--- config.mk ---
export PLATFORM = sky130hd
export DESIGN_NAME = ipv4_header_parse_checksum_unit
export DESIGN_NICKNAME = d
export VERILOG_FILES = /design/src/iphc_pkg.sv /design/src/iphc_parse.sv /design/src/ipv4_header_parse_checksum_unit.sv
export SDC_FILE = /design/constraint.sdc
export NUM_CORES = 1
export LEC_CHECK = 0
export ABC_AREA = 1
export BUFFER_PORTS_ARGS = -buffer_cell sky130_fd_sc_hd__buf_4
export CAP_MARGIN = 25
export CORE_ASPECT_RATIO = 1.5
export CORE_MARGIN = 8
export CORE_UTILIZATION = 30
export DETAILED_ROUTE_END_ITERATION = 12
export SLEW_MARGIN = 20
export SYNTH_ARGS = -nofsm -noshare
export SYNTH_HDL_FRONTEND = slang
export SYNTH_HIERARCHICAL = 1
export SYNTH_SLANG_ARGS = --single-unit
--- constraint.sdc ---
create_clock -name clk -period 9.75 [get_ports clk]
set_input_delay 1.95 -clock clk [delete_from_list [all_inputs] [get_ports clk]]
set_output_delay 1.95 -clock clk [all_outputs]
set_load 0.02 [all_outputs]
--- src/iphc_pkg.sv ---
// ----------------------------------------------------------------------------
// iphc_pkg
// Shared result type, byte positions and checksum helper for the IPv4 header
// parse and checksum unit.
// ----------------------------------------------------------------------------
package iphc_pkg;

	localparam int unsigned HEADER_BYTES = 20;
	localparam int unsigned IDX_W        = 5;
	localparam int unsigned SUM_W        = 20;
	localparam int unsigned OUT_W        = 144;

	localparam logic [31:0] OWN_IP_RESET = 32'hC0A8_1832;

	// header byte positions
	localparam logic [IDX_W-1:0] IDX_VER       = 5'd0;
	localparam logic [IDX_W-1:0] IDX_DSCP      = 5'd1;
	localparam logic [IDX_W-1:0] IDX_LEN_HI    = 5'd2;
	localparam logic [IDX_W-1:0] IDX_LEN_LO    = 5'd3;
	localparam logic [IDX_W-1:0] IDX_ID_HI     = 5'd4;
	localparam logic [IDX_W-1:0] IDX_ID_LO     = 5'd5;
	localparam logic [IDX_W-1:0] IDX_FLAGS     = 5'd6;
	localparam logic [IDX_W-1:0] IDX_TTL       = 5'd8;
	localparam logic [IDX_W-1:0] IDX_PROTO     = 5'd9;
	localparam logic [IDX_W-1:0] IDX_CSUM_LO   = 5'd11;
	localparam logic [IDX_W-1:0] IDX_SRC_0     = 5'd12;
	localparam logic [IDX_W-1:0] IDX_SRC_1     = 5'd13;
	localparam logic [IDX_W-1:0] IDX_SRC_2     = 5'd14;
	localparam logic [IDX_W-1:0] IDX_SRC_3     = 5'd15;
	localparam logic [IDX_W-1:0] IDX_DST_0     = 5'd16;
	localparam logic [IDX_W-1:0] IDX_DST_1     = 5'd17;
	localparam logic [IDX_W-1:0] IDX_DST_2     = 5'd18;
	localparam logic [IDX_W-1:0] IDX_LAST      = 5'd19;
	localparam logic [IDX_W-1:0] IDX_DONE      = 5'd20;

	typedef struct packed {
		logic [3:0]  version;
		logic [5:0]  dscp;
		logic [15:0] total_length;
		logic [15:0] identification;
		logic [2:0]  flags;
		logic [7:0]  ttl;
		logic [7:0]  protocol;
		logic [15:0] computed_checksum;
		logic        checksum_ok;
		logic [31:0] src_addr;
		logic [31:0] dst_addr;
		logic        dest_is_mine;
	} iphc_result_t;

	// end-around carry fold of a 20-bit sum down to 16 bits
	function automatic logic [15:0] fold16(input logic [SUM_W-1:0] s);
		logic [16:0] s1;
		logic [16:0] s2;
		s1 = {1'b0, s[15:0]} + {13'd0, s[19:16]};
		s2 = {1'b0, s1[15:0]} + {16'd0, s1[16]};
		return s2[15:0];
	endfunction

endpackage

--- src/iphc_parse.sv ---
// ----------------------------------------------------------------------------
// iphc_parse
// Byte counter, running word sums and field capture for one IPv4 header;
// presents the finished result alongside the last header byte.
// ----------------------------------------------------------------------------
module iphc_parse import iphc_pkg::*; (
	input  logic          clk,
	input  logic          arst_n,
	input  logic          step,
	input  logic [7:0]    hdr_byte,
	input  logic          first,
	input  logic [31:0]   own_ip,
	output logic          res_valid,
	output iphc_result_t  res
);

	logic [IDX_W-1:0] byte_idx_q;
	logic [SUM_W-1:0] word_sum_q;
	logic [SUM_W-1:0] excl_sum_q;
	logic [7:0]       pend_q;
	logic [3:0]       version_q;
	logic [5:0]       dscp_q;
	logic [15:0]      length_q;
	logic [15:0]      ident_q;
	logic [2:0]       flags_q;
	logic [7:0]       ttl_q;
	logic [7:0]       proto_q;
	logic [31:0]      src_q;
	logic [23:0]      dst_q;

	logic [IDX_W-1:0] idx;
	logic             active;
	logic [15:0]      word;
	logic [SUM_W-1:0] sum_base;
	logic [SUM_W-1:0] excl_base;
	logic [SUM_W-1:0] sum_nxt;
	logic [SUM_W-1:0] excl_nxt;
	logic [31:0]      dst_full;
	logic [15:0]      all_fold;

	always_comb begin
		idx       = first ? IDX_VER : byte_idx_q;
		sum_base  = first ? '0 : word_sum_q;
		excl_base = first ? '0 : excl_sum_q;
		active    = (idx < IDX_DONE);
		word      = {pend_q, hdr_byte};
		sum_nxt   = sum_base + (idx[0] ? {4'd0, word} : '0);
		// the checksum word itself is left out of the recomputed sum
		excl_nxt  = excl_base + ((idx[0] && idx != IDX_CSUM_LO) ? {4'd0, word} : '0);
		dst_full  = {dst_q, hdr_byte};
		all_fold  = fold16(sum_nxt);

		res_valid             = active && (idx == IDX_LAST);
		res.version           = version_q;
		res.dscp              = dscp_q;
		res.total_length      = length_q;
		res.identification    = ident_q;
		res.flags             = flags_q;
		res.ttl               = ttl_q;
		res.protocol          = proto_q;
		res.computed_checksum = ~fold16(excl_nxt);
		res.checksum_ok       = (all_fold == 16'hFFFF);
		res.src_addr          = src_q;
		res.dst_addr          = dst_full;
		res.dest_is_mine      = (dst_full == own_ip);
	end

	always_ff @(posedge clk or negedge arst_n) begin
		if (!arst_n) begin
			byte_idx_q <= '0;
			word_sum_q <= '0;
			excl_sum_q <= '0;
		end else if (step && active) begin
			byte_idx_q <= idx + 1'b1;
			word_sum_q <= sum_nxt;
			excl_sum_q <= excl_nxt;
		end
	end

	always_ff @(posedge clk) begin
		if (step && active) begin
			if (!idx[0]) begin
				pend_q <= hdr_byte;
			end
			unique case (idx)
				IDX_VER:    version_q        <= hdr_byte[7:4];
				IDX_DSCP:   dscp_q           <= hdr_byte[7:2];
				IDX_LEN_HI: length_q[15:8]   <= hdr_byte;
				IDX_LEN_LO: length_q[7:0]    <= hdr_byte;
				IDX_ID_HI:  ident_q[15:8]    <= hdr_byte;
				IDX_ID_LO:  ident_q[7:0]     <= hdr_byte;
				IDX_FLAGS:  flags_q          <= hdr_byte[7:5];
				IDX_TTL:    ttl_q            <= hdr_byte;
				IDX_PROTO:  proto_q          <= hdr_byte;
				IDX_SRC_0:  src_q[31:24]     <= hdr_byte;
				IDX_SRC_1:  src_q[23:16]     <= hdr_byte;
				IDX_SRC_2:  src_q[15:8]      <= hdr_byte;
				IDX_SRC_3:  src_q[7:0]       <= hdr_byte;
				IDX_DST_0:  dst_q[23:16]     <= hdr_byte;
				IDX_DST_1:  dst_q[15:8]      <= hdr_byte;
				IDX_DST_2:  dst_q[7:0]       <= hdr_byte;
				default: begin
				end
			endcase
		end
	end

endmodule

--- src/ipv4_header_parse_checksum_unit.sv ---
// ----------------------------------------------------------------------------
// ipv4_header_parse_checksum_unit
// Parses a basic 20-byte IPv4 header one byte per item, recomputes and
// verifies the header checksum and checks the destination address.
// ----------------------------------------------------------------------------
//  channel   dir  payload                                      per item
//  s_axis    in   tdata: header_byte, tuser: first_byte        one header byte
//  m_axis    out  tdata: parsed fields, checksum, flags        one per header
//  cfg       in   cfg_wdata: own_ip_address                    register write
//
//  one byte per clock while m_axis is not stalled; a byte waits in the
//  input register, and the result is loaded into the output register as
//  the 20th byte leaves it. both registers advance together, so a stalled
//  result holds the input side. reset clears the byte count and sums and
//  loads the own address with 192.168.24.50.
// ----------------------------------------------------------------------------
module ipv4_header_parse_checksum_unit import iphc_pkg::*; (
	input  logic              clk,
	input  logic              arst_n,
	input  logic              s_axis_tvalid,
	output logic              s_axis_tready,
	input  logic [7:0]        s_axis_tdata,   // header_byte
	input  logic              s_axis_tuser,   // first_byte
	output logic              m_axis_tvalid,
	input  logic              m_axis_tready,
	// version, dscp, total_length, identification, flags, ttl, protocol,
	// computed_checksum, checksum_ok, src_addr, dst_addr,
	// dest_is_mine, zero pad
	output logic [OUT_W-1:0]  m_axis_tdata,
	input  logic              cfg_we,
	input  logic [31:0]       cfg_wdata
);

	logic         valid_s1;
	logic [7:0]   byte_s1;
	logic         first_s1;
	logic         out_valid_q;
	logic [OUT_W-1:0] out_data_q;
	logic [31:0]  own_ip_q;

	logic         advance;
	logic         step;
	logic         res_valid;
	iphc_result_t res;

	assign advance       = !out_valid_q || m_axis_tready;
	assign step          = valid_s1 && advance;
	assign s_axis_tready = !valid_s1 || advance;
	assign m_axis_tvalid = out_valid_q;
	assign m_axis_tdata  = out_data_q;

	always_ff @(posedge clk or negedge arst_n) begin
		if (!arst_n) begin
			own_ip_q <= OWN_IP_RESET;
		end else if (cfg_we) begin
			own_ip_q <= cfg_wdata;
		end
	end

	always_ff @(posedge clk or negedge arst_n) begin
		if (!arst_n) begin
			valid_s1    <= 1'b0;
			out_valid_q <= 1'b0;
		end else begin
			if (s_axis_tready) begin
				valid_s1 <= s_axis_tvalid;
			end
			if (advance) begin
				out_valid_q <= step && res_valid;
			end
		end
	end

	always_ff @(posedge clk) begin
		if (s_axis_tready && s_axis_tvalid) begin
			byte_s1  <= s_axis_tdata;
			first_s1 <= s_axis_tuser;
		end
		if (step && res_valid) begin
			out_data_q <= {1'b0,
				res.dest_is_mine, res.dst_addr, res.src_addr,
				res.checksum_ok, res.computed_checksum, res.protocol, res.ttl,
				res.flags, res.identification, res.total_length, res.dscp,
				res.version};
		end
	end

	iphc_parse u_parse (
		.clk       (clk),
		.arst_n    (arst_n),
		.step      (step),
		.hdr_byte  (byte_s1),
		.first     (first_s1),
		.own_ip    (own_ip_q),
		.res_valid (res_valid),
		.res       (res)
	);

endmodule

==> results.md, run 1 <==
* Status: completed
* P_leak at 8.20 nW
* Worst setup path start: first_s1
* Post-CTS Setup Bufs at 0
* Peak VDD IR at 0.123 mV
* WL per Instance at roughly 17 µm
* Fin crit period at approximately 7.5 ns
* Switching share of power at between 20% and 30%
* Clock-pin transition on the worst setup and hold timing paths at around 0.06 ns
* GRT busiest layer: met2
* Power per cell area at slightly below 200 mW/mm²
* Sequential share of power at 47.4%
* DR vias/cell at approximately 4.5
* DR pass1 iterations at 5
* CP max-delay cell: clkinv_1
* Ys Warns at 6
* Clock network power share at roughly a third
* Nets at 1,781
* Die extent in y at around 300 µm
* Layout Utilization at between 30% and 40%
* Met2 Usage GRT at around 24%
* # hold bufs at CTS at 0
* RR Startpoint: first_s1
* CTS buffer count at 34
* Root Driver: clkbuf_16
* H-tree lvl count at 2
* Int Pwr at 2.66 mW
* Combinational share of power at between 10% and 20%
* P_sw at about 1.1 mW
* TritonCTS clock tree: done
* Initial antenna violation count at 0
* Post-cts resize count at 0
* CP Launch Type: register
* Layout area overhead at 20.5%
* Most common cell after layout, fill and taps aside: nand2_1
* Main synth FF type: edfxtp_1
* # IOs at between 150 and 200
* GRT met3 Usage at under 10%
* Initial DRC count at about 540
* Slew @ Worst Pin at 0.982 ns
* Worst EP required at 10.14 ns
* CP max FO at 43
* Unrepaired setup endpoints after global routing: no
* Largest family of logic cells by synthesized area: simple AND/OR/NAND/NOR gates
* Length in cells of the worst reg-to-reg path at 38
* Most frequent cells in the layout: nand2_1 (292), edfxtp_1 (277), inv_1 (227)
* Post-Synth Simple-Gate Area at about 16%
* Total power at around 3.8 mW
* Gate Count Post-Synth at ~1,500
* Async S/R FF share, synth at about 22%
* Routability cong. at 0.862
* Area of placed instances at around 0.018 mm²
* Max-Cap Viols at 0
* CP max stage delay at around 0.56 ns
* Fmax at between 0.1 and 0.15 GHz
* All-Layer GR Usage at between 10 and 15%
* Remaining global-route overflow at 0
* Data arrival, critical path at 7.91 ns
* Sequential fraction of the synthesis area at between 60 and 70%
* Unique masters post-synth at 50
* Reg-to-Reg End: m_axis_tdata[77]
* Reg2reg setup slack at 2.23 ns
* Syn Area/Cell at approximately 11 µm²
* Maximum clock skew at final layout at roughly 0.026 ns
* Rel. slew slack at 34.3%
* Adder-Cell Fraction of Synth Area at roughly 4.1%
* Vias at between 10,000 and 15,000
* Antenna cell count at 0
* Final Max Tran Viols at 0
* Most used cell, CP: nor2_1
* Fraction of layout cells with a size suffix above 1 at roughly a fifth
* Vias in the first global route at 11,000
* Port Buffers at 190
* Final worst path period share at 77.1%
* Setup crit end kind: register
* GR Layer Usage met1 at roughly 14%
* Clock latency on the worst-skew pair at 0.54 ns
* WS Path Type: register to register
* Synth Area in XOR/XNOR at between 3 and 4%
* Post-synthesis mux area share at 0%
* Final setup fails at 0
* # DRC at 0
* Total wire length at 39,800 µm
* Setup TNS at 0 ns
* Final hold vios at 0
* Initial Util at a little under a third
* CTS max path bufs at 3
* Post-synth EDFFs at around 280
* Mapped cell area at 0.0161 mm²
* Hold WS at about 0.41 ns
* Syn nets at 1,567
* Final HPWL from detailed placement at slightly below 30,000 µm
* Die width at 205 µm
* Largest net degree at the start of global routing at 78
* Row cnt at ~100
* Clock net sink count at 356
* First-pass GRT wire length at 62,200 µm
* Post-DRT Antenna Nets at 0
* Core Region at between 0.05 and 0.06 mm²
* Compound-Gate Fraction of Synth Area at roughly 5.7%
* FF+latch count, synth at around 360
* CP endpoint: m_axis_tdata[77]
* Design area at 0.0194 mm²
* HP Class: register to register
* Die area at slightly above 0.06 mm²
power by group through the flow:
stage	logic, mW	registers (mW)	clock network (mW)
2_1_floorplan	0.487	1.81	0
3_3_place_gp	0.685	1.81	0
3_5_place_dp	0.695	1.81	0
4_1_cts	0.699	1.78	1.32
5_1_grt	0.788	1.79	1.38
6_report	0.691	1.78	1.28
final cells by class:
class / instances / area, µm²
clock inverter: 15 / 164
fill: 5246 / 33900
tap: 689 / 862
inverter: 229 / 865
multi-input combinational: 852 / 4730
timing repair buffer: 211 / 1580
clock buffer: 46 / 916
sequential: 356 / 10300
critical path, delay by kind of cell (launching register included):
family                   cells  cell delay [ns]
adder cells (fa/ha/maj)      4             0.97
buffers and inverters        4             0.97
AND/OR/NAND/NOR             22             3.30
AO/OA/AOI/OAI                8             1.73
flip-flops                   1             0.37
cell usage after synthesis (19+ instances only):
cell type | number | area share (%)
nor2_1 | 155 | 3.6
o21ai_2 | 30 | 1.6
inv_1 | 227 | 5.3
xnor2_1 | 29 | 1.6
ha_1 | 47 | 3.6
o21ai_0 | 59 | 1.8
nand4_1 | 24 | 0.93
xor2_1 | 29 | 1.6
dfrtp_1 | 69 | 11
nand2_1 | 292 | 6.8
a21oi_1 | 27 | 0.84
edfxtp_1 | 277 | 52
nand3_1 | 61 | 1.9
nor3_1 | 19 | 0.59
flip-flops by register name (all words and copies together) (netlist names), 16 cells and up:
signal              cells
m_axis_tdata          143
own_ip_q               32
u_parse/src_q          32
u_parse/dst_q          24
u_parse/excl_sum_q     20
u_parse/word_sum_q     20
u_parse/ident_q        16
u_parse/length_q       16
worst min path at each step:
stage | from | endpoint | cells past startpoint
after floorplan | u_parse/version_q[0] | m_axis_tdata[0] | 0
after global placement | u_parse/src_q[6] | m_axis_tdata[84] | 0
after detailed placement | u_parse/version_q[0] | m_axis_tdata[0] | 0
after CTS | u_parse/length_q[1] | m_axis_tdata[11] | 0
after global routing | u_parse/length_q[7] | m_axis_tdata[17] | 0
final | u_parse/length_q[1] | m_axis_tdata[11] | 0
per-stage QoR:
step | setup slack, ns | cells
2_1_floorplan | 1.03 | 1470
4_1_cts | 2.17 | 2397
3_5_place_dp | 2.23 | 2336
5_1_grt | 1.38 | 2398
3_3_place_gp | 2.52 | 2335
6_report | 2.23 | 2398
routing by layer:
metal  part of all wire, %  vias up
li1                      -     5281
met1                    38     5172
met2                    54      243
met3                   4.6       55
met4                   3.0        0
met5                     0        -
cells by family after synthesis:
family / count (synthesis)
compound gates: 144
xor+xnor: 60
fa+ha+maj: 51
buf+inv: 262
flops: 356
other cells: 1
simple gates: 596
Note: power is estimated with default switching activity, not from simulation.
==> run 2, diff against run 1 <==
==> constraint.sdc (replaced) <==
create_clock -name clk -period 7.7 [get_ports clk]
set_input_delay 1.54 -clock clk [delete_from_list [all_inputs] [get_ports clk]]
set_output_delay 1.54 -clock clk [all_outputs]
set_load 0.02 [all_outputs]
==> run 2 against run 1 <==
Effect of this change:
- total power up 28%
- via count decreased by 0.44%
- die area is the same
- final cell count up 0.21%
- sequential cell count stayed put
- sequential power is 26% higher
- clock power increased by 30%
- design area increased by 0.41%
- critical path depth unchanged
- clock-buffer cell count unchanged
- critical path type unchanged
==> results.md, run 2 (synthesized netlist as in run 1, its figures left out) <==
* Unrepaired setup endpoints after global routing: no
* RR Startpoint: first_s1
* Rel. slew slack at 36.1% (+1.8 points)
* GRT met3 Usage at 1.66% (-0.054 points)
* Remaining global-route overflow at 0 (unchanged)
* Length in cells of the worst reg-to-reg path at 38 (unchanged)
* H-tree lvl count at 2 (unchanged)
* All-Layer GR Usage at 12.8% (-0.021 points)
* HP Class: register to register
* CP max-delay cell: nor2_1
* Design area at 0.0195 mm² (+0.41%)
* Initial Util at 30.2% (unchanged)
* Clock-pin transition on the worst setup and hold timing paths at 0.06 ns (about the same)
* Setup crit end kind: register
* Largest net degree at the start of global routing at 67 (-14%)
* CP Launch Type: register
* Total power at 4.81 mW (+28%)
* Area of placed instances at 0.0183 mm² (about the same)
* GR Layer Usage met1 at 14.6% (+0.39 points)
* Max-Cap Viols at 0 (unchanged)
* Vias in the first global route at 10,900 (-0.58%)
* Total wire length at 39,900 µm (+0.16%)
* # IOs at 192 (unchanged)
* Clock latency on the worst-skew pair at 0.53 ns (about the same)
* WS Path Type: register to register
* Vias at 10,700 (-0.44%)
* Nets at 1,785 (+0.22%)
* Max reg flops at 143 (unchanged)
* Worst setup margin at 0.775 ns (-1.46 ns)
* DR pass1 iterations at 5 (unchanged)
* Worst setup path start: first_s1
* Clock net sink count at 356 (unchanged)
* DR vias/cell at 4.45 (-0.64%)
* Setup TNS at 0 ns (unchanged)
* P_leak at 8.24 nW (+0.40%)
* Routability cong. at 0.873 (+1.2%)
* GRT busiest layer: met2
* Hold Path Stages at 0 (unchanged)
* Die width at 205 µm (unchanged)
* TritonCTS clock tree: done
* # DRC at 0 (unchanged)
* Root Driver: clkbuf_16
* Status: completed
* CP max FO at 11 (-74%)
* Port Buffers at 190 (unchanged)
* CTS buffer count at 34 (unchanged)
* Die area at 0.0615 mm² (unchanged)
* Post-DRT Antenna Nets at 0 (unchanged)
* # hold bufs at CTS at 0 (unchanged)
* Fraction of layout cells with a size suffix above 1 at 20.2% (+0.19 points)
* Core Region at 0.0534 mm² (unchanged)
* Power per cell area at 246 mW/mm² (+28%)
* Layout area overhead at 21.0%
* Filler cell count at 5,287 (+0.78%)
* Most common cell after layout, fill and taps aside: nand2_1
* Layout Utilization at 36.6% (+0.15 points)
* Pre-CTS setup slack at 0.634 ns (-1.60 ns)
* First-pass GRT wire length at 62,000 µm (-0.24%)
* Maximum clock skew at final layout at 0.0125 ns (-0.0140 ns)
* Met2 Usage GRT at 23.7% (-0.78 points)
* Final worst path period share at 89.9% (+13 points)
* CTS max path bufs at 3 (unchanged)
* Worst path top cell family by delay: simple AND/OR/NAND/NOR gates
* Peak VDD IR at 0.178 mV (+45%)
* Reg-to-Reg End: m_axis_tdata[77]
* Reg2reg setup slack at 0.78 ns (-1.46 ns)
* Final setup fails at 0 (unchanged)
* WHS Endpoint: m_axis_tdata[54]
* Slew @ Worst Pin at 0.955 ns (-0.0274 ns)
* Final HPWL from detailed placement at 29,100 µm (+1.1%)
* Initial antenna violation count at 2 (+2)
* WL per Instance at 16.6 µm (about the same)
* Initial DRC count at 472 (-13%)
* CP max stage delay at 0.43 ns (-0.13 ns)
* Data arrival, critical path at 7.31 ns (-0.60 ns)
* Final hold vios at 0 (unchanged)
* Die extent in y at 300 µm (unchanged)
* CP Buf/Inv Count at 4 (unchanged)
* Most frequent cells in the layout: nand2_1 (292), edfxtp_1 (277), inv_1 (227)
* Fmax at 0.144 GHz (+8.6%)
* Most used cell, CP: nor2_1
* Worst EP required at 8.08 ns (-2.06 ns)
* Fin crit period at 6.92 ns (-0.593 ns)
* Hold_sp: u_parse/proto_q[1]
* Final Max Tran Viols at 0 (unchanged)
* Row cnt at 104 (unchanged)
## run 2: worst max-delay path by stage
stage	endpoint	slack, ns	cells after the start
2_1_floorplan	m_axis_tdata[77]	1.47	41
5_1_grt	m_axis_tdata[77]	0.12	38
6_report	m_axis_tdata[77]	0.78	38
4_1_cts	m_axis_tdata[77]	0.62	37
3_5_place_dp	m_axis_tdata[77]	0.63	37
3_3_place_gp	m_axis_tdata[77]	0.92	39
## run 2: layout make-up
| type | count | area, µm² | area share [%] |
|---|---|---|---|
| sequential | 356 | 10300 | 52.9 |
| multi-input combinational | 852 | 4720 | 24.2 |
| timing repair buffer | 215 | 1630 | 8.35 |
| clock buffer | 46 | 906 | 4.65 |
| inverter | 229 | 868 | 4.45 |
| tap | 689 | 862 | 4.42 |
| clock inverter | 15 | 204 | 1.05 |
| antenna | 1 | 2.50 | 0.0128 |
## run 2: metrics by stage
stage / instances / hold slack [ns]
2_1_floorplan: 1470 / 0.400
3_3_place_gp: 2334 / 0.401
3_5_place_dp: 2336 / 0.405
4_1_cts: 2397 / 0.409
5_1_grt: 2403 / 0.422
6_report: 2403 / 0.416
## run 2: repair_timing
item / in CTS / in global routing
setup buffers: 0 / 3
hold endpoints to repair: 0 / 0
resized for setup: 0 / 1
setup endpoints to repair: 0 / 1
## run 2: per-layer routing
| metal | routed length [µm] | share of wire, % | up-vias |
|---|---|---|---|
| met5 | 0 | 0 | - |
| met4 | 1420 | 3.6 | 0 |
| met3 | 1620 | 4.1 | 70 |
| met2 | 21000 | 53 | 218 |
| met1 | 15800 | 40 | 5130 |
| li1 | - | - | 5286 |
## run 2: power breakdown
group,switching (mW),internal [mW],total (mW)
Clock,0.726,0.945,1.67
Combinational,0.608,0.274,0.882
Sequential,0.0480,2.21,2.25
## run 2: worst reg2reg max path: cells and delay by family (launching register included)
kind / cells / cell delay (ns)
buffers and inverters: 4 / 0.53
flip-flops: 1 / 0.39
adder cells (fa/ha/maj): 4 / 0.97
AND/OR/NAND/NOR: 21 / 3.04
AO/OA/AOI/OAI: 9 / 1.86
==> run 3, diff against run 2 <==
--- a/config.mk
+++ b/config.mk
@@ -15,5 +15,4 @@
 export SLEW_MARGIN = 20
 export SYNTH_ARGS = -nofsm -noshare
 export SYNTH_HDL_FRONTEND = slang
-export SYNTH_HIERARCHICAL = 1
 export SYNTH_SLANG_ARGS = --single-unit
==> run 3 against run 2 <==
Effect of this change:
- clock-buffer cell count down 11
- sequential power down 3%
- die area down 0.65%
- maximum frequency grew 0.10%
- synthesized cell count fell by 3.3%
- clock power decreased by 7%
- via count down 0.90%
- setup slack improved by 0.0072 ns
- largest cell class unchanged
- largest power group unchanged
==> results.md, run 3 <==
* Setup crit end kind: register
* Layout area overhead at 21.0% (about the same)
* Placed cell count at 2,285 (-2.2%)
* WL per Instance at 17.1 µm (+3.0%)
* DR vias/cell at 4.52 (+1.5%)
* Switching share of power at 26.3% (-2.5 points)
* CP Buf/Inv Count at 7 (+3)
* Root Driver: clkbuf_16
* Slew @ Worst Pin at 0.900 ns (-0.0546 ns)
* FF+latch count, synth at 356 (unchanged)
* Most common cell after layout, fill and taps aside: edfxtp_1
* Fraction of layout cells with a size suffix above 1 at 23.2% (+3.0 points)
* Largest net degree at the start of global routing at 144 (+110%)
* Synth top area share at 52.0% (+0.36 points)
* CTS buffer count at 31 (-8.8%)
* Final HPWL from detailed placement at 29,100 µm (-0.10%)
* Final Max Tran Viols at 0 (unchanged)
* Synth cell count leaders: edfxtp_1 (277), nand2_1 (270), inv_1 (191), nor2_1 (139), o21ai_0 (79)
* Peak VDD IR at 0.169 mV (-5.1%)
* Sequential fraction of the synthesis area at 64.4% (+0.45 points)
* Non-Filler Instances at 2,346 (-2.4%)
* Gate Count Post-Synth at 1,422 (-3.3%)
* Hold WS at 0.412 ns (-0.00421 ns)
* Filler cell count at 5,146 (-2.7%)
* P_leak at 8.11 nW (-1.5%)
* Initial antenna violation count at 1 (-1)
* Max-Cap Viols at 0 (unchanged)
* Max reg flops at 143 (unchanged)
* Post-synth EDFFs at 277 (unchanged)
* Unrepaired setup endpoints after global routing: no
* Fin crit period at 6.92 ns (-0.00723 ns)
* # IOs at 192 (unchanged)
* Top post-synthesis cells by area: edfxtp_1 (52%), dfrtp_1 (11%), nand2_1 (6.3%), inv_1 (4.5%), ha_1 (3.7%)
* Setup TNS at 0 ns (unchanged)
* Clock network power share at 35.9% (+1.1 points)
* Most used cell, CP: nor2_1
* HP Class: register to register
* CTS max path bufs at 3 (unchanged)
* Port Buffers at 190 (unchanged)
* Clock-pin transition on the worst setup and hold timing paths at 0.07 ns (about the same)
* CP max-delay cell: edfxtp_1
* Worst EP required at 8.02 ns (-0.06 ns)
* CP max stage delay at 0.65 ns (+0.22 ns)
* Status: completed
* Die extent in y at 299 µm (-0.33%)
* Initial Util at 30.4% (+0.15 points)
* Fmax at 0.145 GHz (+0.10%)
* Syn nets at 1,519 (-3.1%)
* # hold bufs at CTS at 0 (unchanged)
* Data arrival, critical path at 7.24 ns (-0.07 ns)
* Worst path top cell family by delay: simple AND/OR/NAND/NOR gates
* Row cnt at 103 (-0.96%)
* Vias at 10,600 (-0.90%)
* Final worst path period share at 89.8% (-0.094 points)
* Core Region at 0.0527 mm² (-1.2%)
* TritonCTS clock tree: done
* Most frequent cells in the layout: edfxtp_1 (277), nand2_1 (270), buf_4 (208)
* Clock net sink count at 356 (unchanged)
* Ys Warns at 0 (-6)
* DR pass1 iterations at 8 (+3)
* Rel. slew slack at 39.8% (+3.7 points)
* Nets at 1,737 (-2.7%)
* Final hold vios at 0 (unchanged)
* CP Launch Type: register
* Post-DRT Antenna Nets at 0 (unchanged)
* Total wire length at 40,100 µm (+0.59%)
* Initial DRC count at 590 (+25%)
* Largest area contributor in the netlist: edfxtp_1
* Sequential share of power at 50.7% (+3.8 points)
* Power per cell area at 223 mW/mm² (-9.7%)
* Int Pwr at 3.18 mW (-7.3%)
* Routability cong. at 0.860 (-1.4%)
* Remaining global-route overflow at 0 (unchanged)
* Syn Area/Cell at 11.3 µm² (+2.7%)
* Die area at 0.0611 mm² (-0.65%)
* Combinational share of power at 13.4% (-5.0 points)
* Final setup fails at 0 (unchanged)
* Maximum clock skew at final layout at 0.0316 ns (+0.0191 ns)
* Clock latency on the worst-skew pair at 0.59 ns (+0.06 ns)
* Mapped cell area at 0.0160 mm² (-0.70%)
* H-tree lvl count at 1 (-1)
* First-pass GRT wire length at 61,800 µm (-0.40%)
* P_sw at 1.13 mW (-18%)
* Vias in the first global route at 10,900 (-0.66%)
* Die width at 205 µm (-0.32%)
* WS Path Type: register to register
* CP max FO at 31 (+20)
* Async S/R FF share, synth at 22.2% (unchanged)
* # DRC at 0 (unchanged)
* Unique masters post-synth at 60 (+20%)
* Main synth FF type: edfxtp_1
* Top-count cell post-synth: edfxtp_1
* All-Layer GR Usage at 12.8% (+0.021 points)
[run 3: power by group through the flow]
| stage | combinational (mW) | sequential, mW | clock, mW |
|---|---|---|---|
| 4_1_cts | 0.577 | 2.18 | 1.59 |
| 2_1_floorplan | 0.383 | 2.22 | 0 |
| 3_5_place_dp | 0.573 | 2.22 | 0 |
| 5_1_grt | 0.646 | 2.19 | 1.66 |
| 3_3_place_gp | 0.565 | 2.22 | 0 |
| 6_report | 0.576 | 2.18 | 1.55 |
[run 3: cell type report]
| cell class | count | area, µm² | share of cell area (%) |
|---|---|---|---|
| clock buffers | 35 | 791 | 4.08 |
| well taps | 682 | 853 | 4.41 |
| repair buffers | 210 | 1600 | 8.27 |
| clock inverters | 21 | 210 | 1.09 |
| inverters | 209 | 792 | 4.09 |
| multi-input cells | 832 | 4810 | 24.8 |
| flip-flops and latches | 356 | 10300 | 53.2 |
| diodes | 1 | 2.50 | 0.0129 |
[run 3: what timing repair did]
| action | 4_1_cts | 5_1_grt |
|---|---|---|
| gates resized for setup | 0 | 2 |
| setup buffers | 0 | 4 |
| setup endpoints to repair | 0 | 1 |
[run 3: path summary, 6_finish.rpt]
path | slack (ns) | depth (start not counted) | to | startpoint
setup reg to reg | 0.78 | 47 | m_axis_tdata[77] | first_s1
max in group asynchronous | 5.71 | 2 | u_parse.word_sum_q[14] | arst_n
hold reg to reg | 0.41 | 0 | m_axis_tdata[79] | u_parse.src_q[1]
hold / removal | 0.41 | 0 | m_axis_tdata[79] | u_parse.src_q[1]
setup / recovery | 0.78 | 47 | m_axis_tdata[77] | first_s1
min in group asynchronous | 0.89 | 1 | own_ip_q[14] | arst_n
[run 3: worst reg2reg max path: cells and delay by family (launching register included)]
family	cells	cell delay, ns
XOR/XNOR	1	0.23
adder cells (fa/ha/maj)	6	1.40
buffers and inverters	7	0.84
AO/OA/AOI/OAI	4	0.62
flip-flops	1	0.65
AND/OR/NAND/NOR	29	2.95
[run 3: cell families (layout without fill, tap and decap cells)]
logic type	count (synthesis)	in the layout	synth area share, %
compound gates	131	131	4.73
xor+xnor	54	54	3.19
fa+ha+maj	51	51	4.18
buf+inv	234	475	5.67
flops	356	356	64.4
mux	18	18	1.27
other cells	1	2	0.0234
simple gates	577	577	16.5
[run 3: layer usage]
layer	share of wire (%)	GRT usage [%]	up-vias	wire length (µm)
met2	53	23.9	267	21200
li1	-	-	5170	-
met3	4.8	1.92	81	1910
met4	4.4	6.06	0	1780
met1	38	13.9	5090	15200
met5	0	0	-	0
[run 3: through the flow]
stage                     util (%)  instance area, µm²  total power [mW]  worst slack, ns
after global routing          36.7               19400              4.50          0.00173
after detailed placement      34.7               18300              2.80            0.586
final                         36.7               19400              4.31            0.783
after CTS                     36.6               19300              4.35            0.516
after global placement        34.7               18300              2.79            0.862
after floorplan                  -               16000              2.61             1.57
